$ cat config.mk
export PLATFORM = sky130hd
export DESIGN_NAME = three_queue_budget_dispatch_arbiter_top
export DESIGN_NICKNAME = d
export VERILOG_FILES = /design/src/rtl/tqbda_pkg.sv /design/src/rtl/tqbda_ram.sv /design/src/rtl/tqbda_decide.sv /design/src/rtl/three_queue_budget_dispatch_arbiter_top.sv
export VERILOG_INCLUDE_DIRS = /design/src /design/src/rtl
export SDC_FILE = /design/constraint.sdc
export NUM_CORES = 1
export LEC_CHECK = 0
export ABC_AREA = 1
export BUFFER_PORTS_ARGS = -buffer_cell sky130_fd_sc_hd__clkbuf_2
export CAP_MARGIN = 20
export CORE_UTILIZATION = 50
export DETAILED_ROUTE_END_ITERATION = 7
export PLACE_DENSITY = 0.65
export SYNTH_ARGS = -nofsm -noshare
export SYNTH_HDL_FRONTEND = slang
export SYNTH_SLANG_ARGS = --single-unit
$ cat constraint.sdc
create_clock -name clk -period 8.1 [get_ports clk]
set_input_delay 1.215 -clock clk [delete_from_list [all_inputs] [get_ports clk]]
set_output_delay 1.215 -clock clk [all_outputs]
set_load 0.02 [all_outputs]
$ cat src/rtl/three_queue_budget_dispatch_arbiter_top_macros.svh
// Assertion helpers for the dispatch arbiter.
`ifndef THREE_QUEUE_BUDGET_DISPATCH_ARBITER_TOP_MACROS_SVH
`define THREE_QUEUE_BUDGET_DISPATCH_ARBITER_TOP_MACROS_SVH

`ifndef NO_ASSERTIONS
// same-cycle implication
`define TQBDA_CHECK_NOW(lbl, ante, cons) \
    lbl: assert property (@(posedge clk) disable iff (!rst_n) (ante) |-> (cons)) \
        else $error("tqbda check failed");
// next-cycle implication
`define TQBDA_CHECK_NEXT(lbl, ante, cons) \
    lbl: assert property (@(posedge clk) disable iff (!rst_n) (ante) |=> (cons)) \
        else $error("tqbda check failed");
`else
`define TQBDA_CHECK_NOW(lbl, ante, cons)
`define TQBDA_CHECK_NEXT(lbl, ante, cons)
`endif

`endif

$ cat src/rtl/tqbda_pkg.sv
package tqbda_pkg;

    localparam int NUM_CPUS   = 64;
    localparam int CNT_ADDR_W = (NUM_CPUS > 1) ? $clog2(NUM_CPUS) : 1;
    localparam int CPU_W      = 6;
    localparam int CNT_W      = 16;
    localparam int CFG_W      = 16;
    localparam int CFG_IDX_W  = 1;

    localparam logic [CNT_W-1:0] DEFAULT_SHARED_BUDGET = 16'd3;
    localparam logic [CNT_W-1:0] DEFAULT_COMP_BUDGET   = 16'd2;
    localparam logic [CNT_W-1:0] COUNT_MAX             = 16'hFFFF;

    localparam logic [CFG_IDX_W-1:0] REG_SHARED_BUDGET = 1'b0;
    localparam logic [CFG_IDX_W-1:0] REG_COMP_BUDGET   = 1'b1;

    typedef enum logic [1:0] {
        Q_NONE   = 2'd0,
        Q_SHARED = 2'd1,
        Q_SUPER  = 2'd2,
        Q_COMP   = 2'd3
    } queue_t;

    typedef struct packed {
        logic [CPU_W-1:0] cpu_index;
        logic             shared_ready;
        logic             super_ready;
        logic             compaction_ready;
        logic             shared_overdue;
        logic             super_overdue;
        logic             compaction_overdue;
    } req_t;

    typedef struct packed {
        queue_t           granted_queue;
        logic             wait_override;
        logic [CNT_W-1:0] run_count;
    } grant_t;

    typedef struct packed {
        grant_t           result;
        logic             cnt_write;
        logic [CNT_W-1:0] cnt_next;
    } decision_t;

endpackage

$ cat src/rtl/tqbda_ram.sv
module tqbda_ram #(
    parameter int WIDTH = 16,
    parameter int DEPTH = 64,
    parameter int ADDR_W = (DEPTH > 1) ? $clog2(DEPTH) : 1
) (
    input  logic              clk,
    input  logic              wr_en,
    input  logic [ADDR_W-1:0] wr_addr,
    input  logic [WIDTH-1:0]  wr_data,
    input  logic              rd_en,
    input  logic [ADDR_W-1:0] rd_addr,
    output logic [WIDTH-1:0]  rd_data
);

    logic [WIDTH-1:0] mem_reg [DEPTH];
    logic [WIDTH-1:0] rd_data_reg;

    // read-first on a same-address collision
    always_ff @(posedge clk)
    begin
        if (wr_en)
        begin
            mem_reg[wr_addr] <= wr_data;
        end
        if (rd_en)
        begin
            rd_data_reg <= mem_reg[rd_addr];
        end
    end

    assign rd_data = rd_data_reg;

endmodule

$ cat src/rtl/tqbda_decide.sv
module tqbda_decide (
    input  tqbda_pkg::req_t                    req,
    input  logic                               in_range,
    input  logic [tqbda_pkg::CNT_W-1:0]        count,
    input  logic [tqbda_pkg::CFG_W-1:0]        shared_budget,
    input  logic [tqbda_pkg::CFG_W-1:0]        comp_budget,
    output tqbda_pkg::decision_t               decision
);

    logic [tqbda_pkg::CNT_W-1:0] sb_eff;
    logic [tqbda_pkg::CNT_W-1:0] cb_eff;
    logic [tqbda_pkg::CNT_W-1:0] cnt_new;
    tqbda_pkg::queue_t           grant;
    logic                        wov;
    logic                        clr;
    logic                        inc;

    assign sb_eff = (shared_budget == '0) ? tqbda_pkg::DEFAULT_SHARED_BUDGET : shared_budget;
    assign cb_eff = (comp_budget == '0) ? tqbda_pkg::DEFAULT_COMP_BUDGET : comp_budget;

    always_comb
    begin
        grant = tqbda_pkg::Q_NONE;
        wov   = 1'b0;
        clr   = 1'b0;
        inc   = 1'b0;
        if (req.shared_overdue)
        begin
            grant = tqbda_pkg::Q_SHARED;
            wov   = 1'b1;
        end
        else if (req.super_overdue)
        begin
            grant = tqbda_pkg::Q_SUPER;
            wov   = 1'b1;
        end
        else if (req.compaction_overdue)
        begin
            grant = tqbda_pkg::Q_COMP;
            wov   = 1'b1;
        end
        else if (in_range && count >= sb_eff && req.shared_ready)
        begin
            grant = tqbda_pkg::Q_SHARED;
            clr   = 1'b1;
        end
        else if (in_range && count >= cb_eff && req.compaction_ready)
        begin
            grant = tqbda_pkg::Q_COMP;
            clr   = 1'b1;
        end
        else if (req.super_ready)
        begin
            grant = tqbda_pkg::Q_SUPER;
            inc   = 1'b1;
        end
        else if (req.compaction_ready)
        begin
            grant = tqbda_pkg::Q_COMP;
            clr   = 1'b1;
        end
        else if (req.shared_ready)
        begin
            grant = tqbda_pkg::Q_SHARED;
            clr   = 1'b1;
        end
    end

    always_comb
    begin
        cnt_new = count;
        if (clr)
        begin
            cnt_new = '0;
        end
        else if (inc && count != tqbda_pkg::COUNT_MAX)
        begin
            cnt_new = count + 16'd1;
        end
    end

    always_comb
    begin
        decision.result.granted_queue = grant;
        decision.result.wait_override = wov;
        decision.result.run_count     = in_range ? cnt_new : '0;
        decision.cnt_write            = in_range;
        decision.cnt_next             = cnt_new;
    end

endmodule

$ cat src/rtl/three_queue_budget_dispatch_arbiter_top.sv
// Pipeline: the s1 register holds an accepted word, the output register its grant.
// Throughput: one word per cycle unless stalled; the counter RAM read is issued at
//   acceptance, a write-back bypass covers back-to-back requests from the same processor.
// Reset: budgets return to 3 and 2, per-processor valid bits clear so every run counter
//   reads as zero at once; no clearing pass, input is taken right after reset.
`include "three_queue_budget_dispatch_arbiter_top_macros.svh"

module three_queue_budget_dispatch_arbiter_top (
    input  logic                              clk,
    input  logic                              rst_n,
    input  logic                              in_valid,
    output logic                              in_stall,
    input  tqbda_pkg::req_t                   in_word,
    output logic                              out_valid,
    input  logic                              out_stall,
    output tqbda_pkg::grant_t                 out_word,
    input  logic                              cfg_write,
    input  logic [tqbda_pkg::CFG_IDX_W-1:0]   cfg_index,
    input  logic [tqbda_pkg::CFG_W-1:0]       cfg_data
);

    logic [tqbda_pkg::CFG_W-1:0]      shared_budget_reg;
    logic [tqbda_pkg::CFG_W-1:0]      comp_budget_reg;

    logic                             s1_valid_reg;
    tqbda_pkg::req_t                  s1_req_reg;
    logic                             out_valid_reg;
    tqbda_pkg::grant_t                out_word_reg;

    logic [tqbda_pkg::NUM_CPUS-1:0]   cnt_valid_reg;
    logic                             byp_valid_reg;
    logic [tqbda_pkg::CNT_ADDR_W-1:0] byp_addr_reg;
    logic [tqbda_pkg::CNT_W-1:0]      byp_data_reg;

    logic                             in_take;
    logic                             s1_adv;
    logic                             s1_range;
    logic [tqbda_pkg::CNT_ADDR_W-1:0] s1_addr;
    logic [tqbda_pkg::CNT_ADDR_W-1:0] in_addr;
    logic [tqbda_pkg::CNT_W-1:0]      ram_rdata;
    logic [tqbda_pkg::CNT_W-1:0]      s1_count;
    logic                             cnt_we;
    tqbda_pkg::decision_t             dec;

    assign s1_adv   = s1_valid_reg && (!out_valid_reg || !out_stall);
    assign in_stall = s1_valid_reg && !s1_adv;
    assign in_take  = in_valid && !in_stall;

    assign in_addr  = in_word.cpu_index[tqbda_pkg::CNT_ADDR_W-1:0];
    assign s1_addr  = s1_req_reg.cpu_index[tqbda_pkg::CNT_ADDR_W-1:0];
    assign s1_range = {{(32-tqbda_pkg::CPU_W){1'b0}}, s1_req_reg.cpu_index}
                      < 32'(tqbda_pkg::NUM_CPUS);

    // latest write wins over the registered RAM word, which may predate it
    always_comb
    begin
        if (!s1_range)
        begin
            s1_count = '0;
        end
        else if (byp_valid_reg && byp_addr_reg == s1_addr)
        begin
            s1_count = byp_data_reg;
        end
        else if (cnt_valid_reg[s1_addr])
        begin
            s1_count = ram_rdata;
        end
        else
        begin
            s1_count = '0;
        end
    end

    assign cnt_we = s1_adv && dec.cnt_write;

    tqbda_ram #(
        .WIDTH (tqbda_pkg::CNT_W),
        .DEPTH (tqbda_pkg::NUM_CPUS)
    ) u_cnt_ram (
        .clk     (clk),
        .wr_en   (cnt_we),
        .wr_addr (s1_addr),
        .wr_data (dec.cnt_next),
        .rd_en   (in_take),
        .rd_addr (in_addr),
        .rd_data (ram_rdata)
    );

    tqbda_decide u_decide (
        .req           (s1_req_reg),
        .in_range      (s1_range),
        .count         (s1_count),
        .shared_budget (shared_budget_reg),
        .comp_budget   (comp_budget_reg),
        .decision      (dec)
    );

    always_ff @(posedge clk or negedge rst_n)
    begin
        if (!rst_n)
        begin
            shared_budget_reg <= tqbda_pkg::DEFAULT_SHARED_BUDGET;
            comp_budget_reg   <= tqbda_pkg::DEFAULT_COMP_BUDGET;
        end
        else if (cfg_write)
        begin
            case (cfg_index)
                tqbda_pkg::REG_SHARED_BUDGET: shared_budget_reg <= cfg_data;
                tqbda_pkg::REG_COMP_BUDGET:   comp_budget_reg   <= cfg_data;
                default: ;
            endcase
        end
    end

    always_ff @(posedge clk or negedge rst_n)
    begin
        if (!rst_n)
        begin
            s1_valid_reg  <= 1'b0;
            out_valid_reg <= 1'b0;
            cnt_valid_reg <= '0;
            byp_valid_reg <= 1'b0;
        end
        else
        begin
            if (in_take)
            begin
                s1_valid_reg <= 1'b1;
            end
            else if (s1_adv)
            begin
                s1_valid_reg <= 1'b0;
            end

            if (s1_adv)
            begin
                out_valid_reg <= 1'b1;
            end
            else if (!out_stall)
            begin
                out_valid_reg <= 1'b0;
            end

            if (cnt_we)
            begin
                cnt_valid_reg[s1_addr] <= 1'b1;
                byp_valid_reg          <= 1'b1;
            end
        end
    end

    always_ff @(posedge clk)
    begin
        if (in_take)
        begin
            s1_req_reg <= in_word;
        end
        if (s1_adv)
        begin
            out_word_reg <= dec.result;
        end
        if (cnt_we)
        begin
            byp_addr_reg <= s1_addr;
            byp_data_reg <= dec.cnt_next;
        end
    end

    assign out_valid = out_valid_reg;
    assign out_word  = out_word_reg;

    `TQBDA_CHECK_NOW(a_override_grants,
        out_valid && out_word.wait_override,
        out_word.granted_queue != tqbda_pkg::Q_NONE)
    `TQBDA_CHECK_NOW(a_super_counts,
        out_valid && !out_word.wait_override && out_word.granted_queue == tqbda_pkg::Q_SUPER,
        out_word.run_count != '0)
    `TQBDA_CHECK_NOW(a_other_clears,
        out_valid && !out_word.wait_override
            && (out_word.granted_queue == tqbda_pkg::Q_SHARED
                || out_word.granted_queue == tqbda_pkg::Q_COMP),
        out_word.run_count == '0)
    `TQBDA_CHECK_NEXT(a_s1_holds,
        s1_valid_reg && !s1_adv,
        s1_valid_reg && $stable(s1_req_reg))

endmodule

# Word level (Yosys, flattened, before mapping)
# Memories as Yosys holds them, arrays and structs flattened. A register that Yosys moved wholly into a read port is not among the register bits.
# Cells that the tools add are included.
# classes
n_addsub	1
n_mul	0
n_div	0
n_lt_le_gt_ge	4
n_eq_ne	3
shift	0
n_mux	38
n_bitwise	2
n_reduce_logical	19
# ops
cell	count
two-way mux 16 bit	6
OR 64 bit	1
>= comparator 16 bit	2
zero test 16 bit	2
two-way mux 1 bit	24
adder 16 x 1 -> 16 bit (second input constant)	1
inequality test 16 bit (second input constant)	1
two-way mux 2 bit	6
logical AND 1 bit	8
< comparator 6 x 7 -> 1 bit (second input constant)	1
binary-select mux 1 bit (select 6 bit)	1
demux 1 bit (select 6 bit)	1
equality test 6 bit	1
>= comparator 6 x 1 -> 1 bit (second input constant)	1
zero test 1 bit	4
AND reduction 2 bit	2
inequality test 2 x 1 -> 1 bit (second input constant)	1
nonzero test 2 bit	1
OR reduction 2 bit	1
logical OR 1 bit	1
inverter 1 bit	1
# totals
regBits	136
latch_bits	0
ramBits	1024
romBits	0
inputBits	34
out_inout_bits	21
word_cells	85
memories	1
# memory_table
name	depth	width	read_ports	rd_ports_with_merged_regs	wr	line	text
u_cnt_ram.mem_reg	64	16	1	1	1	tqbda_ram.sv:15	logic [WIDTH-1:0] mem_reg [DEPTH];

# Depth between registers and ports, before layout
# Gate-level depths: netlist of run 1.
# depth
depth_word	14
depth_mapped	34
mapped_depth_nobuf	31

# By module
# A second synthesis of run 1 with hierarchy kept.
# hier_totals
cells_unflattened	4543
area_unflattened_um2	50860.0
# by_module_without_submodules
mod	n_inst	cells_each	area_per_inst_um2
tqbda_ram	1	3517	42259.3
three_queue_budget_dispatch_arbiter_top	1	682	6466.2
tqbda_decide	1	344	2134.5

# Worst setup path after synthesis of run 1
# OpenSTA, ideal clock, no wires.
# synth_timing
path_kind	register to register
from	reg s1_req_reg (netlist bit s1_addr[0])
to	reg byp_data_reg[10] in the netlist's numbering (data pin)
t_arrival_ns	5.118
required_time_ns	7.547
path_slack_ns	2.429
path_stages_with_launch	29
n_path_buf	5
cell_sequence	edfxtp_1 buf_6 buf_6 nand2_1 inv_1 o21ai_1 nor2_4 inv_2 buf_6 buf_6 nor2_1 a31oi_2 ha_1 o21ai_0 nand2_1 o21ai_0 inv_1 nand2_1 nand2_1 nand2_1 nand3_1 nand2_1 nand2_1 nand2_1 inv_2 nor2_4 buf_2 nand4_1 a21oi_1
# synth_rtl
item	line	text
start: declaration	three_queue_budget_dispatch_arbiter_top.sv:26	tqbda_pkg::req_t s1_req_reg;
start signal: assignment	three_queue_budget_dispatch_arbiter_top.sv:157	s1_req_reg <= in_word;
end signal: assignment	three_queue_budget_dispatch_arbiter_top.sv:166	byp_data_reg <= dec.cnt_next;
end: declaration	three_queue_budget_dispatch_arbiter_top.sv:33	logic [tqbda_pkg::CNT_W-1:0] byp_data_reg;

==> results of run 1 <==
## through the flow
stage          setup WS (ps)  power, mW  area (um^2)  hold slack, ps
5_1_grt                 1150       13.7        53300             474
2_1_floorplan           2430       7.86        47800             421
6_report                1840       13.3        53300             456
3_3_place_gp            2060       8.35        49800             445
3_5_place_dp            1910       8.37        49800             444
4_1_cts                 1880       13.4        53300             457
## layer usage
| layer | routed length (um) | global-route usage [%] | vias to the layer above |
|---|---|---|---|
| met5 | 41 | 0 | - |
| met4 | 5710 | 11.7 | 6 |
| met3 | 14500 | 5.55 | 353 |
| met2 | 65400 | 45.5 | 1829 |
| met1 | 55600 | 39.7 | 16169 |
| li1 | - | - | 14258 |
## kinds of logic (layout without fill, tap and decap cells)
kind of cell | after synthesis | after routing | share of synthesized area [%]
buffers and inverters | 403 | 537 | 3.32
adder cells (fa/ha/maj) | 31 | 31 | 0.812
XOR/XNOR | 11 | 11 | 0.202
other | 0 | 3 | 0
flip-flops | 1176 | 1176 | 72.9
AO/OA/AOI/OAI | 1096 | 1096 | 12.9
AND/OR/NAND/NOR | 1174 | 1174 | 9.90
## worst reg2reg max path, delay by kind of cell (launching register included)
family | cells | cell delay (ps)
compound gates | 3 | 680
simple gates | 23 | 2940
flops | 1 | 840
fa+ha+maj | 1 | 300
buf+inv | 4 | 1230
## how the worst min path moves through the flow
stage	start	to	slack (ps)
after floorplan	s1_addr[2]	byp_addr_reg[2]	420
after global placement	cnt_valid_reg[56]	cnt_valid_reg[56]	440
after detailed placement	cnt_valid_reg[56]	cnt_valid_reg[56]	440
after CTS	cnt_valid_reg[56]	cnt_valid_reg[56]	460
after global routing	cnt_valid_reg[56]	cnt_valid_reg[56]	470
final	cnt_valid_reg[12]	cnt_valid_reg[12]	460
## cells in the mapped netlist, drive strengths merged, types with 31 or more instances
cell type	n	share of area [%]
clkbuf	232	1.8
o21ai	727	7.7
nor2	776	6.1
nand3	47	0.49
o22ai	273	3.6
nand2	265	2.1
inv	147	1.2
or2	36	0.47
edfxtp	1077	68
o221ai	33	0.60
ha	31	0.81
dfrtp	96	5.0
## layout make-up
class | instances | share of cell area, %
clock inverters | 74 | 0.939
clock buffers | 143 | 5.67
multi-input cells | 2312 | 21.7
well taps | 1265 | 2.97
flip-flops and latches | 1176 | 65.3
inverters | 150 | 1.09
repair buffers | 170 | 2.33
diodes | 3 | 0.0141
## where the power goes
part,total [mW],leakage (nW),switching [mW],internal (mW)
clock,5.06,1.75,2.26,2.80
sequential,7.03,10.9,0.0842,6.95
combinational,1.23,5.64,0.933,0.301
==> out/metrics.cfg, run 1 <==
[die]
core_area_mm2=0.0949
rows=113
top_level_ports=55
floorplan.die.height_um=311
total_die_area_mm2=0.0968
die-width_um=311
start_util_pct=50.4

[logic_synthesis]
yosysWarningCount=0
syn-cell-area_mm2=0.0478
yosys_most_used_dff=sky130_fd_sc_hd__edfxtp_1
synth_enable_flop_cells=1077
synth_cell_types=43
avgSynthCellArea_um2=12.3
ys_seq_elements=1176
asyncSetResetFlopFracSynth_pct=8.42
sequential_area_share_after_synthesis_pct=72.9
postSynthCellCount=3891
net_count_synth=3956

[critical_path]
worstSetupEndpoint=u_cnt_ram.mem_reg[18][15]
regToRegStartpoint=s1_addr[0]
path_depth=31
critical_path.startpoint_type=register
setup.worst_path.class=reg -> reg
worst-path-max-fanout=33
worst_path_most_repeated_cell=sky130_fd_sc_hd__nand2_1
crit_path_start=s1_addr[0]
worst-endpoint-arrival_ps=6730
critical_path.reg2reg.endpoint=u_cnt_ram.mem_reg[18][15]
timing.reg2reg.setup_slack_ps=1840
timing.critical_path.to_type=register
worst_path_max_delay_cell=sky130_fd_sc_hd__edfxtp_1
path_depth_of_the_worst_reg2reg_path=31
critPathTopFamily=simple AND/OR/NAND/NOR gates
crit_required_ps=8560
critical_path.n_buffers_inverters=4
longest_individual_stage_delay_on_the_worst_path_ps=840

[status]
status=complete, no violations

[grt]
grt_antenna_before_repair=6
grt_pass1_vias=30604
grt_max_degree=169
grt_util_all_layers_pct=28.9
grt_pass1_wl_mm=206
grt_overflow_total=0

[place]
dpl.hpwl_mm=77.5
dp.cells=5073
routabilityCongestion=0.895
io_buffers=54

[hold_path]
min-delay-path-class=reg -> reg
holdPathStages=2

[routing]
drcViolationCount=0
wl_per_cell_um=26.7
num_vias=32615
antenna_nets_post_route=0
drtPass1Iterations=5
routed_wirelength_mm=141
drt-initial-drc-count=4588
drt-vias-per-instance=6.16

[timing]
worst-slew-pin-transition_ps=1090
post-route-period-util_pct=77.3
clock.fmax_mhz=160
timing.slew.headroom_pct=26.9
period_needed_ps=6260
final_layout_setup_total_negative_slack_ps=0
final_max_slew_viol_count=0
timing.clock.skew_ps=28.8
report.final.hold_viol_count=0
setup_viol=0
rsz0062_at_grt=no

[power_and_ir_drop]
power_leakage_nw=18.3
vdd_drop_max_v=0.000187
power_density_mw_per_mm2=250

[clock_network]
cts_max_level=3
clk_root_buffer_cell=sky130_fd_sc_hd__clkbuf_16
clock_tree_from_tritoncts=built
numCtsBuffers=116
clock_input_transition_at_the_sequential_cells_of_the_worst_setup_and_hold_paths_ps=60
post_cts_hold_buffer_count=0
max-clock-path-buffers=3
clock_latency_on_the_worst_skew_pair_ps=720
cts_num_sinks=1176
ctsResizeCount=0
post_cts.repair.setup_buffers=0

[cells_and_area]
final_net_count=3991
ff_latch_area_mm2=0.0348
largest_register_ffs=1024
final_cell_count_no_fill=5293
multiInputGateArea_mm2=0.0116
final_util_pct=56.2
final_layout_size_suffix_gt1_share_pct=10.8
n_fill_cell=7713
mostFrequentLayoutCell=sky130_fd_sc_hd__edfxtp_1
syn_to_final_growth_pct=11.6
layout.cells.most_common_list=sky130_fd_sc_hd__edfxtp_1 (1,077), sky130_fd_sc_hd__nor2_1 (753), sky130_fd_sc_hd__o21ai_0 (711)

[flow_run]
maxCapViolCount=0

No activity file was read; power rests on OpenSTA's default activity.
==> inputs of run 2 (changes only) <==
Settings changed: PLACE_DENSITY 0.65 to 0.68.
Clock period 8.1 ns to 5.51 ns, I/O delays scaled along.
==> out/metrics.cfg, run 2 (synthesized netlist as in run 1, its figures left out) <==
[critical_path]
worst_path_max_delay_cell=sky130_fd_sc_hd__nor2_4
critPathTopFamily=simple AND/OR/NAND/NOR gates
path_depth=24
timing.reg2reg.setup_slack_ps=430
critical_path.n_buffers_inverters=3
critical_path.reg2reg.endpoint=u_cnt_ram.mem_reg[59][8]
worstSetupEndpoint=u_cnt_ram.mem_reg[59][8]
critical_path.cell_chain=inv_2, nor2_1, o211ai_1, nand2_1, o21ai_1, nand2_1, nor2_1, nand2_4, nand3_1, o21ai_2, ha_1, nand2_1, nor2_1, a211oi_1, o221a_2, nand2_1, nand2_1, nand2_1, nor2_4, nor2_1, nand2_1, inv_2, nor2_4, buf_6
crit_path_start=s1_addr[1]
worst-path-max-fanout=34
critical_path.startpoint_type=register
worst-endpoint-arrival_ps=5570
regToRegStartpoint=s1_addr[1]
timing.critical_path.to_type=register
longest_individual_stage_delay_on_the_worst_path_ps=640
path_depth_of_the_worst_reg2reg_path=24
worst_path_most_repeated_cell=sky130_fd_sc_hd__nand2_1
setup.worst_path.class=reg -> reg
crit_required_ps=6010

[routing]
drtPass1Iterations=8
drcViolationCount=2
drt-vias-per-instance=6.22
antenna_nets_post_route=0
wl_per_cell_um=27.1
drt-initial-drc-count=4511
num_vias=33124
routed_wirelength_mm=144

[die]
die-width_um=311
start_util_pct=50.4
rows=113
floorplan.die.height_um=311
core_area_mm2=0.0949
total_die_area_mm2=0.0968
top_level_ports=55

[cells_and_area]
final_layout_size_suffix_gt1_share_pct=11.6
syn_to_final_growth_pct=12.9
largest_register_ffs=1024
antenna_cell_count=0
mostFrequentLayoutCell=sky130_fd_sc_hd__edfxtp_1
ff_latch_area_mm2=0.0348
n_fill_cell=7589
layout.cells.most_common_list=sky130_fd_sc_hd__edfxtp_1 (1,077), sky130_fd_sc_hd__nor2_1 (755), sky130_fd_sc_hd__o21ai_0 (711)
final_net_count=4033
multiInputGateArea_mm2=0.0116

[status]
failed_checks=design-rule violations
status=complete, but fails checks

[flow_run]
maxCapViolCount=0

[timing]
final_layout_setup_total_negative_slack_ps=0
setup_viol=0
final_max_slew_viol_count=0
rsz0062_at_grt=no
fin_worst_hold_slack_ps=131
clock.fmax_mhz=197
period_needed_ps=5080
report.final.hold_viol_count=0
post-route-period-util_pct=92.1
timing.slew.headroom_pct=24.6
timing.clock.skew_ps=34.5
worst-slew-pin-transition_ps=1130

[grt]
grt_overflow_total=0
grt_max_degree=137
grt_util_all_layers_pct=29.1
grt_pass1_wl_mm=206
grt_antenna_before_repair=8
grt_pass1_vias=31087

[clock_network]
clock_tree_from_tritoncts=built
post_cts_hold_buffer_count=0
clock_latency_on_the_worst_skew_pair_ps=720
cts_num_sinks=1176
cts_max_level=3
numCtsBuffers=115
max-clock-path-buffers=3
clk_root_buffer_cell=sky130_fd_sc_hd__clkbuf_16
clock_input_transition_at_the_sequential_cells_of_the_worst_setup_and_hold_paths_ps=60

[place]
routabilityCongestion=0.973
io_buffers=54
dpl.hpwl_mm=79.4

[power_and_ir_drop]
power_density_mw_per_mm2=369
power_leakage_nw=18.6
vdd_drop_max_v=0.000279

[hold_path]
min-delay-path-class=in -> async

==> run 2: final cells by class <==
cell class,instances,share of cell area (%)
sequential,1176,64.6
multi-input combinational,2319,21.5
clock buffer,154,5.84
tap,1265,2.93
timing repair buffer,206,3.09
inverter,150,1.08
clock inverter,59,0.956
==> run 2: layer usage <==
| layer | track usage, % | share of wire [%] |
|---|---|---|
| met4 | 11.6 | 4.3 |
| met1 | 39.5 | 38 |
| met3 | 5.67 | 11 |
| met2 | 46.2 | 46 |
| met5 | 0 | 0.0055 |
==> run 2: metrics by stage <==
stage               power, mW  area, um^2  instances  utilization [%]  worst slack, ps
CTS                      19.8       53800       5317             56.7             96.3
finish                   19.9       53900       5329             56.9              434
global placement         12.3       50100       5104             52.8              155
global route             20.4       53900       5329             56.9             4.31
floorplan                11.6       47800       3891                -             -161
detailed placement       12.3       50100       5104             52.8              125
==> run 2: power breakdown <==
| group | switching (mW) | total (mW) | leakage (nW) | internal [mW] |
|---|---|---|---|---|
| combinational | 1.40 | 1.90 | 5.87 | 0.499 |
| sequential | 0.126 | 10.3 | 10.9 | 10.2 |
| clock | 3.36 | 7.65 | 1.78 | 4.29 |
| total | 4.89 | 19.9 | 18.6 | 15.0 |
==> run 2: worst register-to-register path, delay by kind of cell, from the launching register on <==
| family | cells | cell delay, ps |
|---|---|---|
| AO/OA/AOI/OAI | 5 | 860 |
| adder cells (fa/ha/maj) | 1 | 330 |
| buffers and inverters | 3 | 650 |
| flip-flops | 1 | 550 |
| AND/OR/NAND/NOR | 15 | 2430 |
==> run 2: repair_timing <==
item,4_1_cts,5_1_grt
gates resized for setup,0,19
setup buffers,0,5
setup endpoints to repair,0,664
==> run 2: how the worst min path moves through the flow <==
stage,to
global placement,cnt_valid_reg[40]
global route,out_valid
finish,out_valid
CTS,byp_valid_reg
floorplan,byp_addr_reg[2]
detailed placement,cnt_valid_reg[40]
